--- src/design/spg_pkg.sv ---
// ----------------------------------------------------------------------------
// Scheduled PWM generator package
// Widths, register indexes, mode flag bits, error codes and time compare.
// ----------------------------------------------------------------------------
`default_nettype none

package spg_pkg;

    localparam int TIME_W    = 32;
    localparam int MODE_W    = 7;
    localparam int CFG_IDX_W = 8;
    localparam int OUT_W     = 8;

    localparam logic [TIME_W-1:0] CYCLE_TICKS_RST    = 32'd1000;
    localparam logic [TIME_W-1:0] MAX_HOLD_TICKS_RST = 32'd0;
    localparam logic              DEFAULT_LEVEL_RST  = 1'b0;
    localparam logic              INITIAL_LEVEL_RST  = 1'b0;

    // register indexes
    localparam logic [CFG_IDX_W-1:0] REG_CYCLE_TICKS    = 8'd0;
    localparam logic [CFG_IDX_W-1:0] REG_MAX_HOLD_TICKS = 8'd1;
    localparam logic [CFG_IDX_W-1:0] REG_DEFAULT_LEVEL  = 8'd2;
    localparam logic [CFG_IDX_W-1:0] REG_INITIAL_LEVEL  = 8'd3;

    // item kinds
    localparam logic REQ_TICK     = 1'b0;
    localparam logic REQ_SCHEDULE = 1'b1;

    // mode flag bits
    localparam int F_ON   = 0;
    localparam int F_TOG  = 1;
    localparam int F_CHK  = 2;
    localparam int F_HAVE = 3;
    localparam int F_NON  = 4;
    localparam int F_NTOG = 5;
    localparam int F_NCHK = 6;

    localparam logic [MODE_W-1:0] CUR_MASK   = 7'h0f;
    localparam int                NEXT_SHIFT = 4;

    typedef enum logic [1:0] {
        ERR_NONE    = 2'd0,
        ERR_MISSED  = 2'd1,
        ERR_OVERLAP = 2'd2
    } err_t;

    // a before b when (a - b) is negative as a signed value
    function automatic logic is_before(input logic [TIME_W-1:0] a,
                                       input logic [TIME_W-1:0] b);
        logic [TIME_W-1:0] d;
        d = a - b;
        return d[TIME_W-1];
    endfunction

endpackage

`default_nettype wire

--- src/design/scheduled_pwm_generator_unit.sv ---
// Accepted input words pass the input stage, then the result stage, to m_tvalid.
// Throughput: 1 word per cycle unless m_tready stalls; state takes one reg-to-reg pass.
// s_tready falls only while both stages hold words and m_tready is low.
// Reset: synchronous, active-low aresetn; clears timing state and valid flags,
// restores register defaults (period 1000 ticks, no hold check, levels low).
// ----------------------------------------------------------------------------
// Scheduled PWM generator
// Tick/schedule driven PWM pin with wrap-aware 32-bit timebase and sticky faults.
// ----------------------------------------------------------------------------
`default_nettype none

module scheduled_pwm_generator_unit (
    input  wire logic                           aclk,
    input  wire logic                           aresetn,
    input  wire logic                           s_tvalid,
    output      logic                           s_tready,
    input  wire logic [2*spg_pkg::TIME_W-1:0]   s_tdata,  // start_time, on_ticks
    input  wire logic                           s_tuser,  // req_type
    output      logic                           m_tvalid,
    input  wire logic                           m_tready,
    output      logic [spg_pkg::OUT_W-1:0]      m_tdata,  // pin_level, error_code,
                                                          // timer_armed, zero pad
    input  wire logic                           cfg_valid,
    output      logic                           cfg_ready,
    input  wire logic [spg_pkg::CFG_IDX_W-1:0]  cfg_index,
    input  wire logic [spg_pkg::TIME_W-1:0]     cfg_data
);

    localparam int TW = spg_pkg::TIME_W;
    localparam int MW = spg_pkg::MODE_W;

    // configuration
    logic [TW-1:0] cycle_reg, max_hold_reg;
    logic          dflt_reg, init_reg;

    // input stage
    logic          in_valid_reg;
    logic          in_req_reg;
    logic [TW-1:0] in_start_reg, in_on_reg;

    // result stage
    logic                        out_valid_reg;
    logic [spg_pkg::OUT_W-1:0]   out_data_reg;

    // timing state
    logic [TW-1:0] now_reg, wake_reg, end_reg, high_reg, low_reg, st_high_reg, st_low_reg;
    logic [TW-1:0] now_next, wake_next, end_next, high_next, low_next;
    logic [TW-1:0] st_high_next, st_low_next;
    logic [MW-1:0] mode_reg, mode_next;
    logic          armed_reg, armed_next, ev_load_reg, ev_load_next, level_reg, level_next;
    spg_pkg::err_t fault_reg, fault_next;
    logic [TW-1:0] cycle_next, max_hold_next;
    logic          dflt_next, init_next;

    logic advance, proc, in_fire, cfg_fire, idle;

    // tick datapath
    logic [TW-1:0] now_inc, tog_wake, load_wake, load_end;
    logic          due, tog_on;
    logic [2:0]    nxt_flags;

    // schedule datapath
    logic          on_zero, sched_big, sched_overlap, sched_keep;
    logic [TW-1:0] sched_off;
    logic [MW-1:0] sched_nf, sched_mode;

    assign advance   = !out_valid_reg || m_tready;
    assign proc      = in_valid_reg && advance;
    assign s_tready  = !in_valid_reg || advance;
    assign in_fire   = s_tvalid && s_tready;
    assign cfg_ready = !in_valid_reg;
    assign cfg_fire  = cfg_valid && cfg_ready;
    assign idle      = !armed_reg && (fault_reg == spg_pkg::ERR_NONE);

    assign m_tvalid = out_valid_reg;
    assign m_tdata  = out_data_reg;

    assign now_inc   = now_reg + 32'd1;
    assign due       = (fault_reg == spg_pkg::ERR_NONE) && armed_reg
                       && !spg_pkg::is_before(now_inc, wake_reg);
    assign tog_on    = ~mode_reg[spg_pkg::F_ON];
    assign tog_wake  = wake_reg + (tog_on ? high_reg : low_reg);
    assign nxt_flags = mode_reg[spg_pkg::NEXT_SHIFT +: 3];
    assign load_wake = end_reg + st_high_reg;
    assign load_end  = end_reg + max_hold_reg;

    assign on_zero       = (in_on_reg == '0);
    assign sched_big     = on_zero || (in_on_reg >= cycle_reg);
    assign sched_off     = cycle_reg - in_on_reg;
    assign sched_overlap = mode_reg[spg_pkg::F_CHK]
                           && spg_pkg::is_before(end_reg, in_start_reg);
    assign sched_keep    = mode_reg[spg_pkg::F_TOG] && armed_reg
                           && spg_pkg::is_before(wake_reg, in_start_reg);
    assign sched_mode    = (mode_reg & spg_pkg::CUR_MASK) | sched_nf;

    always_comb begin
        sched_nf = '0;
        sched_nf[spg_pkg::F_CHK]  = 1'b1;
        sched_nf[spg_pkg::F_HAVE] = 1'b1;
        if (sched_big) begin
            sched_nf[spg_pkg::F_NON]  = !on_zero;
            sched_nf[spg_pkg::F_NCHK] = ((!on_zero) != dflt_reg) && (max_hold_reg != '0);
        end else begin
            sched_nf[spg_pkg::F_NON]  = 1'b1;
            sched_nf[spg_pkg::F_NTOG] = 1'b1;
            sched_nf[spg_pkg::F_NCHK] = (max_hold_reg != '0);
        end
    end

    always_comb begin
        now_next      = now_reg;
        wake_next     = wake_reg;
        end_next      = end_reg;
        high_next     = high_reg;
        low_next      = low_reg;
        st_high_next  = st_high_reg;
        st_low_next   = st_low_reg;
        mode_next     = mode_reg;
        armed_next    = armed_reg;
        ev_load_next  = ev_load_reg;
        level_next    = level_reg;
        fault_next    = fault_reg;
        cycle_next    = cycle_reg;
        max_hold_next = max_hold_reg;
        dflt_next     = dflt_reg;
        init_next     = init_reg;
        if (proc) begin
            if (in_req_reg == spg_pkg::REQ_TICK) begin
                now_next = now_inc;
                if (due) begin
                    if (ev_load_reg) begin
                        if (!mode_reg[spg_pkg::F_HAVE]) begin
                            fault_next = spg_pkg::ERR_MISSED;
                            armed_next = 1'b0;
                        end else begin
                            mode_next  = {{(MW-3){1'b0}}, nxt_flags};
                            level_next = nxt_flags[spg_pkg::F_ON];
                            if (!nxt_flags[spg_pkg::F_TOG]) begin
                                if (!nxt_flags[spg_pkg::F_CHK]) begin
                                    armed_next = 1'b0;
                                end else begin
                                    end_next  = load_end;
                                    wake_next = load_end;
                                end
                            end else begin
                                ev_load_next = 1'b0;
                                low_next     = st_low_reg;
                                high_next    = st_high_reg;
                                wake_next    = load_wake;
                                end_next     = load_end;
                            end
                        end
                    end else begin
                        level_next                = ~level_reg;
                        mode_next[spg_pkg::F_ON]  = tog_on;
                        wake_next                 = tog_wake;
                        if (mode_reg[spg_pkg::F_CHK]
                            && !spg_pkg::is_before(tog_wake, end_reg)) begin
                            ev_load_next = 1'b1;
                            wake_next    = end_reg;
                        end
                    end
                end
            end else if (fault_reg == spg_pkg::ERR_NONE) begin
                if (sched_overlap) begin
                    fault_next = spg_pkg::ERR_OVERLAP;
                    armed_next = 1'b0;
                end else begin
                    end_next     = in_start_reg;
                    st_high_next = sched_big ? '0 : in_on_reg;
                    st_low_next  = sched_big ? '0 : sched_off;
                    mode_next    = sched_mode;
                    if (!sched_keep) begin
                        wake_next    = in_start_reg;
                        ev_load_next = 1'b1;
                        armed_next   = 1'b1;
                    end
                end
            end
        end else if (cfg_fire) begin
            unique case (cfg_index)
                spg_pkg::REG_CYCLE_TICKS:    cycle_next    = cfg_data;
                spg_pkg::REG_MAX_HOLD_TICKS: max_hold_next = cfg_data;
                spg_pkg::REG_DEFAULT_LEVEL: begin
                    dflt_next = cfg_data[0];
                    if (idle) begin
                        mode_next[spg_pkg::F_ON] = cfg_data[0];
                    end
                end
                spg_pkg::REG_INITIAL_LEVEL: begin
                    init_next = cfg_data[0];
                    if (idle) begin
                        level_next = cfg_data[0];
                    end
                end
                default: ;
            endcase
        end
    end

    always_ff @(posedge aclk) begin
        if (!aresetn) begin
            cycle_reg     <= spg_pkg::CYCLE_TICKS_RST;
            max_hold_reg  <= spg_pkg::MAX_HOLD_TICKS_RST;
            dflt_reg      <= spg_pkg::DEFAULT_LEVEL_RST;
            init_reg      <= spg_pkg::INITIAL_LEVEL_RST;
            in_valid_reg  <= 1'b0;
            out_valid_reg <= 1'b0;
            now_reg       <= '0;
            wake_reg      <= '0;
            end_reg       <= '0;
            high_reg      <= '0;
            low_reg       <= '0;
            st_high_reg   <= '0;
            st_low_reg    <= '0;
            mode_reg      <= {{(MW-1){1'b0}}, spg_pkg::DEFAULT_LEVEL_RST};
            armed_reg     <= 1'b0;
            ev_load_reg   <= 1'b1;
            level_reg     <= spg_pkg::INITIAL_LEVEL_RST;
            fault_reg     <= spg_pkg::ERR_NONE;
        end else begin
            cycle_reg    <= cycle_next;
            max_hold_reg <= max_hold_next;
            dflt_reg     <= dflt_next;
            init_reg     <= init_next;
            now_reg      <= now_next;
            wake_reg     <= wake_next;
            end_reg      <= end_next;
            high_reg     <= high_next;
            low_reg      <= low_next;
            st_high_reg  <= st_high_next;
            st_low_reg   <= st_low_next;
            mode_reg     <= mode_next;
            armed_reg    <= armed_next;
            ev_load_reg  <= ev_load_next;
            level_reg    <= level_next;
            fault_reg    <= fault_next;
            if (s_tready) begin
                in_valid_reg <= s_tvalid;
            end
            if (advance) begin
                out_valid_reg <= in_valid_reg;
            end
        end
    end

    always_ff @(posedge aclk) begin
        if (in_fire) begin
            in_req_reg   <= s_tuser;
            in_start_reg <= s_tdata[TW-1:0];
            in_on_reg    <= s_tdata[2*TW-1:TW];
        end
        if (proc) begin
            out_data_reg <= {{(spg_pkg::OUT_W-4){1'b0}}, armed_next, fault_next, level_next};
        end
    end

endmodule

`default_nettype wire

--- config.mk ---
export PLATFORM = sky130hd
export DESIGN_NAME = scheduled_pwm_generator_unit
export DESIGN_NICKNAME = d
export VERILOG_FILES = /design/src/design/spg_pkg.sv /design/src/design/scheduled_pwm_generator_unit.sv
export SDC_FILE = /design/constraint.sdc
export NUM_CORES = 1
export LEC_CHECK = 0
export BUFFER_PORTS_ARGS = -buffer_cell sky130_fd_sc_hd__buf_2
export CORE_UTILIZATION = 25
export DETAILED_ROUTE_END_ITERATION = 16
export PLACE_DENSITY = 0.44
export RECOVER_POWER = 25
export SLEW_MARGIN = 20
export SYNTH_ARGS = -nofsm -noshare
export SYNTH_HDL_FRONTEND = slang
export SYNTH_SLANG_ARGS = --single-unit
export TNS_END_PERCENT = 20
--- constraint.sdc ---
create_clock -name aclk -period 9.8 [get_ports aclk]
set_input_delay 1.96 -clock aclk [delete_from_list [all_inputs] [get_ports aclk]]
set_output_delay 1.96 -clock aclk [all_outputs]
set_load 0.03 [all_outputs]
==> qor.yml, run 1 <==
outcome:
  status: "complete, but fails checks"
  violations: "max-capacitance violations, max-slew violations"
logic_synthesis:
  synth_edf_count: 69
  synthDistinctLibCells: 86
  synth_top_area_cell: "dfxtp_1"
  synth_cells: 3119
  yosysTopAreaCellShare_pct: 24.2
  ys_seq_area_share_pct: 32.5
  ys_warn_count: 0
  netlist_area_mm2: 0.0251
  synthArstFlopShare_pct: 0
  synth.area.top_cells: "dfxtp_1 24%, ha_1 12%, edfxtp_1 8.3%"
  avgSynthCellArea_um2: 8.04
  synth-main-ff-cell: "dfxtp_1"
  ys_seq_elements: 372
routing:
  route.detailed.drc: 0
  drt-pass1-iter-count: 5
  routedWlPerCell_um: 20.9
  drt_wl_total_mm: 93.6
  drt_iter0_markers: 1727
  route.vias.total: 22700
  antenna_left: 0
  vias_per_cell: 5.06
worst_setup_path:
  crit_family: "compound AO/OA/AOI/OAI gates"
  worstPathRequired_ns: 10.34
  cp-start-kind: "register"
  crit_type: "register to register"
  critPathMaxFanout: 34
  crit_chain: "buf_4 > mux2_2 > ha_1 > fa_1 > a211oi_1 > nor2_1 > o31ai_1 > a31oi_1 > a32oi_1 > o31ai_1 > xor2_1 > ha_1 > a211oi_1 > o21bai_1 > a211oi_1 > o21ai_1 > or4_1 > nand4_1 > xnor2_1 > nand2_1 > a2111oi_0 > o31a_1"
  crit_path_max_incr_delay_ns: 0.68
  crit_buf_inv: 1
  cp-end-kind: "register"
  r2r_slack_ns: 2.45
  crit_slowest_cell: "a2111oi_0"
  worstPathArrival_ns: 7.89
  path_common_cell: "a211oi_1"
clock_network:
  numCtsBuffers: 48
  insertion_delay_ns: 0.61
  h-tree-depth: 2
  cts_root_buffer: "clkbuf_16"
  clock_sinks: 372
  tritoncts: "yes"
  clk_pin_slew_worst_paths_ns: 0.05
  postCtsSetupBuffers: 0
  cts_buffer_depth: 3
  cts_resized: 0
  cts_hold_buf: 0
layout:
  seq_area_mm2: 0.00814
  area_growth_pct: 13.9
  multi_input_area_mm2: 0.0157
  nFillCells: 10600
  antenna_cells: 0
  drive_gt1_share_pct: 8.57
  final_cell_mix: "461 x nand2_1, 337 x a21oi_1, 303 x dfxtp_1, 246 x ha_1, 224 x nor2_1"
  final_common_cell: "nand2_1"
  fin_nets: 3519
sta:
  drv_slew: 66
  rsz0062_at_grt: "false"
  finClkSkew_ns: 0.0183
  tightest_slew_ns: 4.26
  fmax_mhz: 136
  slew_headroom_pct: -184
  hold_viol: 0
  setup_viol: 0
  layout_min_cycle_time_ns: 7.35
  post-route-period-util_pct: 75.0
  setup_tns_ns: 0
floorplan:
  die_x_um: 319
  die_h_um: 319
  core_area_mm2: 0.0989
  rows: 115
  io-pin-count: 121
  initial_core_util_pct: 25.4
  die_area_mm2: 0.102
pwr:
  p_per_area_mw_per_mm2: 136
  max-vdd-ir-drop_mv: 0.135
  total_power_mw: 3.87
  p_leak_nw: 11.7
global_route:
  grt_first_pass_wirelength_mm: 140
  track_usage_pct: 18.0
  grt_max_degree: 83
  grt.overflow.total: 0
  antenna_found_initial: 3
  grt_pass1_vias: 21700
hold_path:
  hp-class: "register to register"
place:
  portBuffers: 116
  dp_hpwl_mm: 72.2
  gp_congestion: 0.927
job:
  maxCapViolCount: 1
## stage by stage
stage	hold WS (ns)	worst slack [ns]	area, µm²	std cells	utilization, %
final	0.447	2.45	28500	4486	28.9
after floorplan	0.425	3.97	25100	3122	-
after CTS	0.448	2.46	28500	4486	28.9
after detailed placement	0.442	2.49	26900	4396	27.2
after global routing	0.463	2.05	28500	4486	28.9
after global placement	0.437	2.50	26900	4396	27.2
## per-layer routing
layer / vias to the layer above / wire length, µm / share of wire [%] / global-route usage (%)
li1: 11300 / - / - / -
met1: 10800 / 45500 / 49 / 25.3
met2: 532 / 41400 / 44 / 28.7
met3: 112 / 3670 / 3.9 / 1.90
met4: 2 / 3020 / 3.2 / 5.89
met5: - / 13 / 0.014 / 0
## worst register-to-register path, stage by stage (launching register included)
cell and delay (ns):
dfxtp_1 0.30, buf_4 0.41, mux2_2 0.42, ha_1 0.22
fa_1 0.44, a211oi_1 0.32, nor2_1 0.10, o31ai_1 0.38
a31oi_1 0.30, a32oi_1 0.63, o31ai_1 0.17, xor2_1 0.23
ha_1 0.29, a211oi_1 0.21, o21bai_1 0.12, a211oi_1 0.24
o21ai_1 0.16, or4_1 0.52, nand4_1 0.18, xnor2_1 0.16
nand2_1 0.64, a2111oi_0 0.68, o31a_1 0.17
## cell type report
class,count,share of cell area [%]
clock buffer,67,4.78
clock inverter,23,1.00
inverter,168,2.24
multi-input combinational,2424,55.0
sequential,372,28.5
tap,1287,5.64
timing repair buffer,145,2.79
## power by group
part / switching, mW / internal, mW / total [mW]
sequential: 0.0462 / 1.59 / 1.64
clock: 0.747 / 1.11 / 1.86
combinational: 0.252 / 0.123 / 0.375
## path summary, 6_finish.rpt
path         depth (start not counted)           end    startpoint
max                                 22   ev_load_reg   mode_reg[0]
max reg2reg                         22   ev_load_reg   mode_reg[0]
min reg2reg                          2  high_reg[10]  high_reg[10]
min                                  2  high_reg[10]  high_reg[10]
## cells in the mapped netlist, drive strengths merged, types with 8 or more instances
cell / instances
or3: 19
o21a: 23
nand2: 461
dfxtp: 303
xnor2: 83
and2: 20
buf: 29
a31oi: 26
mux2: 32
a311oi: 12
a211oi: 32
o31ai: 14
a21oi: 337
inv: 166
nand3: 81
nor3: 48
clkbuf: 129
nand4: 48
ha: 246
a21o: 70
a221oi: 10
a22oi: 53
nor4: 29
and4: 8
nor2: 226
nand2b: 23
o211ai: 42
edfxtp: 69
o21ai: 173
nor2b: 25
o21bai: 18
mux2i: 25
and3: 27
o211a: 18
a2111oi: 8
xor2: 74
## kinds of logic after synthesis
logic type | Yosys count | share of synthesized area [%]
xor+xnor | 157 | 5.49
compound gates | 910 | 23.0
flops | 372 | 32.5
simple gates | 1046 | 18.9
buf+inv | 326 | 5.04
mux | 57 | 2.49
fa+ha+maj | 250 | 12.6
other cells | 1 | 0.0150
No activity file was read; power rests on OpenSTA's default activity.
==> run 2: changes to the inputs <==
--- a/config.mk
+++ b/config.mk
@@ -8,7 +8,7 @@
 export BUFFER_PORTS_ARGS = -buffer_cell sky130_fd_sc_hd__buf_2
 export CORE_UTILIZATION = 25
 export DETAILED_ROUTE_END_ITERATION = 16
-export PLACE_DENSITY = 0.44
+export PLACE_DENSITY = 0.46
 export RECOVER_POWER = 25
 export SLEW_MARGIN = 20
 export SYNTH_ARGS = -nofsm -noshare
==> constraint.sdc (replaced) <==
create_clock -name aclk -period 6.2 [get_ports aclk]
set_input_delay 1.24 -clock aclk [delete_from_list [all_inputs] [get_ports aclk]]
set_output_delay 1.24 -clock aclk [all_outputs]
set_load 0.03 [all_outputs]
==> run 2 against run 1 <==
Against the previous run:
- the flow still finishes with violations (max-capacitance violations, max-slew violations)
- sequential share of layout area decreased by 0.29 points
- global-route usage decreased by 0.080 points
- cell area increased by 1.0%
- core utilization increased by 0.30 points
- cell count increased by 0.45%
- non-clock buffer count increased by 21
- combinational power increased by 68%
- power increased by 60%
- worst hold slack about the same
==> qor.yml, run 2 (synthesis gave the netlist of run 1 again) <==
floorplan:
  die_area_mm2: 0.102  # unchanged
  rows: 115  # unchanged
  initial_core_util_pct: 25.4  # unchanged
  io-pin-count: 121  # unchanged
  die_x_um: 319  # unchanged
  core_area_mm2: 0.0989  # unchanged
  die_h_um: 319  # unchanged
clock_network:
  cts_buffer_depth: 3  # unchanged
  cts_root_buffer: "clkbuf_16"
  clk_pin_slew_worst_paths_ns: 0.06  # about the same
  numCtsBuffers: 48  # unchanged
  insertion_delay_ns: 0.61  # about the same
  h-tree-depth: 2  # unchanged
  tritoncts: "yes"
  cts_hold_buf: 0  # unchanged
  clock_sinks: 372  # unchanged
routing:
  routedWlPerCell_um: 20.7  # -0.80%
  drt_iter0_markers: 1912  # +11%
  drt_wl_total_mm: 93.3  # -0.36%
  route.vias.total: 23000  # +1.1%
  drt-pass1-iter-count: 7  # +2
  route.detailed.drc: 0  # unchanged
  antenna_left: 0  # unchanged
  vias_per_cell: 5.09  # +0.63%
worst_setup_path:
  crit_type: "register to register"
  worstPathRequired_ns: 6.71  # -3.63 ns
  cp-start-kind: "register"
  path_common_cell: "buf_4"
  cp-end-kind: "register"
  crit_family: "simple AND/OR/NAND/NOR gates"
  crit_buf_inv: 4  # +3
  crit_chain: "buf_4 > buf_8 > mux2_2 > ha_1 > nand4_1 > nor3_1 > a22oi_2 > buf_4 > a21boi_0 > nand2b_1 > xor2_1 > ha_1 > nor2b_1 > o21ai_0 > o2111ai_1 > or4_1 > nand4_1 > xor2_2 > buf_4 > nor2_1 > a311oi_1 > a221oi_1"
  worstPathArrival_ns: 6.36  # -1.53 ns
  crit_slowest_cell: "or4_1"
  crit_path_max_incr_delay_ns: 0.46  # -0.22 ns
  critPathMaxFanout: 17  # -50%
pwr:
  power_switching_mw: 1.69  # +62%
  p_leak_nw: 11.8  # +0.89%
  max-vdd-ir-drop_mv: 0.200  # +48%
  combinationalPowerShare_pct: 10.2  # +0.5 points
  clkPwrFrac_pct: 48.1  # about the same
  p_sw_share_pct: 27.3  # +0.31 points
  p_int_mw: 4.50  # +59%
  seq_power_share_pct: 41.7  # -0.6 points
  p_per_area_mw_per_mm2: 215  # +58%
sta:
  tightest_slew_ns: 4.27  # +0.00569 ns
  fmax_mhz: 171  # +26%
  timing.final.ws_setup_ns: 0.356  # -2.09 ns
  finClkSkew_ns: 0.0189  # +0.000552 ns
  rsz0062_at_grt: "true"
  drv_slew: 66  # unchanged
  slew_headroom_pct: -184  # -0.38 points
  setup_viol: 0  # unchanged
  setup_tns_ns: 0  # unchanged
  post-route-period-util_pct: 94.3  # +19 points
  layout_min_cycle_time_ns: 5.84  # -1.51 ns
  hold_viol: 0  # unchanged
outcome:
  status: "complete, but fails checks"
  violations: "max-capacitance violations, max-slew violations"
global_route:
  grt_pass1_vias: 21900  # +0.93%
  antenna_found_initial: 3  # unchanged
  grt_max_degree: 107  # +29%
  grt_first_pass_wirelength_mm: 140  # about the same
  track_usage_pct: 18.0  # -0.080 points
  grt.overflow.total: 0  # unchanged
layout:
  final_cell_mix: "461 x nand2_1, 336 x a21oi_1, 303 x dfxtp_1, 246 x ha_1, 224 x nor2_1"
  antenna_cells: 0  # unchanged
  area_growth_pct: 15.0
  final_common_cell: "nand2_1"
  drive_gt1_share_pct: 9.63  # +1.1 points
  fin_nets: 3540  # +0.60%
place:
  dp_hpwl_mm: 71.5  # -0.89%
  post-place-ws_ns: 0.0295  # -2.46 ns
  portBuffers: 116  # unchanged
  gp_congestion: 0.938  # +1.3%
job:
  maxCapViolCount: 1  # unchanged
hold_path:
  hp-class: "register to register"
-- run 2: changes by cell type in the layout (fill, tap and decap cells not counted), sizes merged --
cell,delta
buf,+19
bufinv,+1
clkbuf,-2
clkinv,-3
clkinvlp,+3
inv,+2
-- run 2: power by group through the flow --
stage	combinational, mW	sequential [mW]	clock, mW
finish	0.631	2.58	2.98
global route	0.692	2.59	3.15
CTS	0.621	2.58	3.06
detailed placement	0.616	2.63	0
global placement	0.618	2.63	0
floorplan	0.383	2.59	0
-- run 2: final cells by class --
| type | count | area, µm² |
|---|---|---|
| sequential | 372 | 8140 |
| multi-input combinational | 2424 | 15800 |
| timing repair buffer | 166 | 995 |
| clock inverter | 26 | 323 |
| fill | 10600 | 70000 |
| inverter | 168 | 638 |
| clock buffer | 63 | 1330 |
| tap | 1287 | 1610 |
-- run 2: metal layers --
metal,vias up,wire length (µm),track usage (%)
li1,11300,-,-
met1,10900,44100,24.9
met2,596,41400,28.5
met3,146,4270,1.95
met4,4,3480,6.80
met5,-,26,0
-- run 2: what timing repair did --
item | 4_1_cts | 5_1_grt
gates cloned | 0 | 0
resized for setup | 1 | 21
setup endpoints to repair | 1 | 99
buffers inserted | 0 | 4
pin swaps | 0 | 3
-- run 2: path summary, 6_finish.rpt --
path,start,endpoint,slack [ns],depth (start not counted)
setup reg to reg,mode_reg[0],wake_reg[30],0.36,22
hold / removal,high_reg[30],high_reg[30],0.45,2
setup / recovery,mode_reg[0],wake_reg[30],0.36,22
hold reg to reg,high_reg[30],high_reg[30],0.45,2
-- run 2: worst reg2reg max path: stages (launching register included) --
cell and delay [ns]:
dfxtp_1 0.37, buf_4 0.21, buf_8 0.21, mux2_2 0.37, ha_1 0.40, nand4_1 0.22
nor3_1 0.23, a22oi_2 0.08, buf_4 0.17, a21boi_0 0.30, nand2b_1 0.21, xor2_1 0.30
ha_1 0.31, nor2b_1 0.14, o21ai_0 0.28, o2111ai_1 0.28, or4_1 0.46, nand4_1 0.23
xor2_2 0.15, buf_4 0.15, nor2_1 0.26, a311oi_1 0.14, a221oi_1 0.28
-- run 2: stage by stage --
stage	utilization [%]	hold slack [ns]	instances	instance area, µm²	power [mW]
2_1_floorplan	-	0.425	3122	25100	2.98
3_3_place_gp	27.4	0.436	4413	27100	3.25
3_5_place_dp	27.4	0.441	4413	27100	3.25
4_1_cts	29.1	0.449	4502	28700	6.26
5_1_grt	29.2	0.461	4506	28800	6.43
6_report	29.2	0.447	4506	28800	6.19
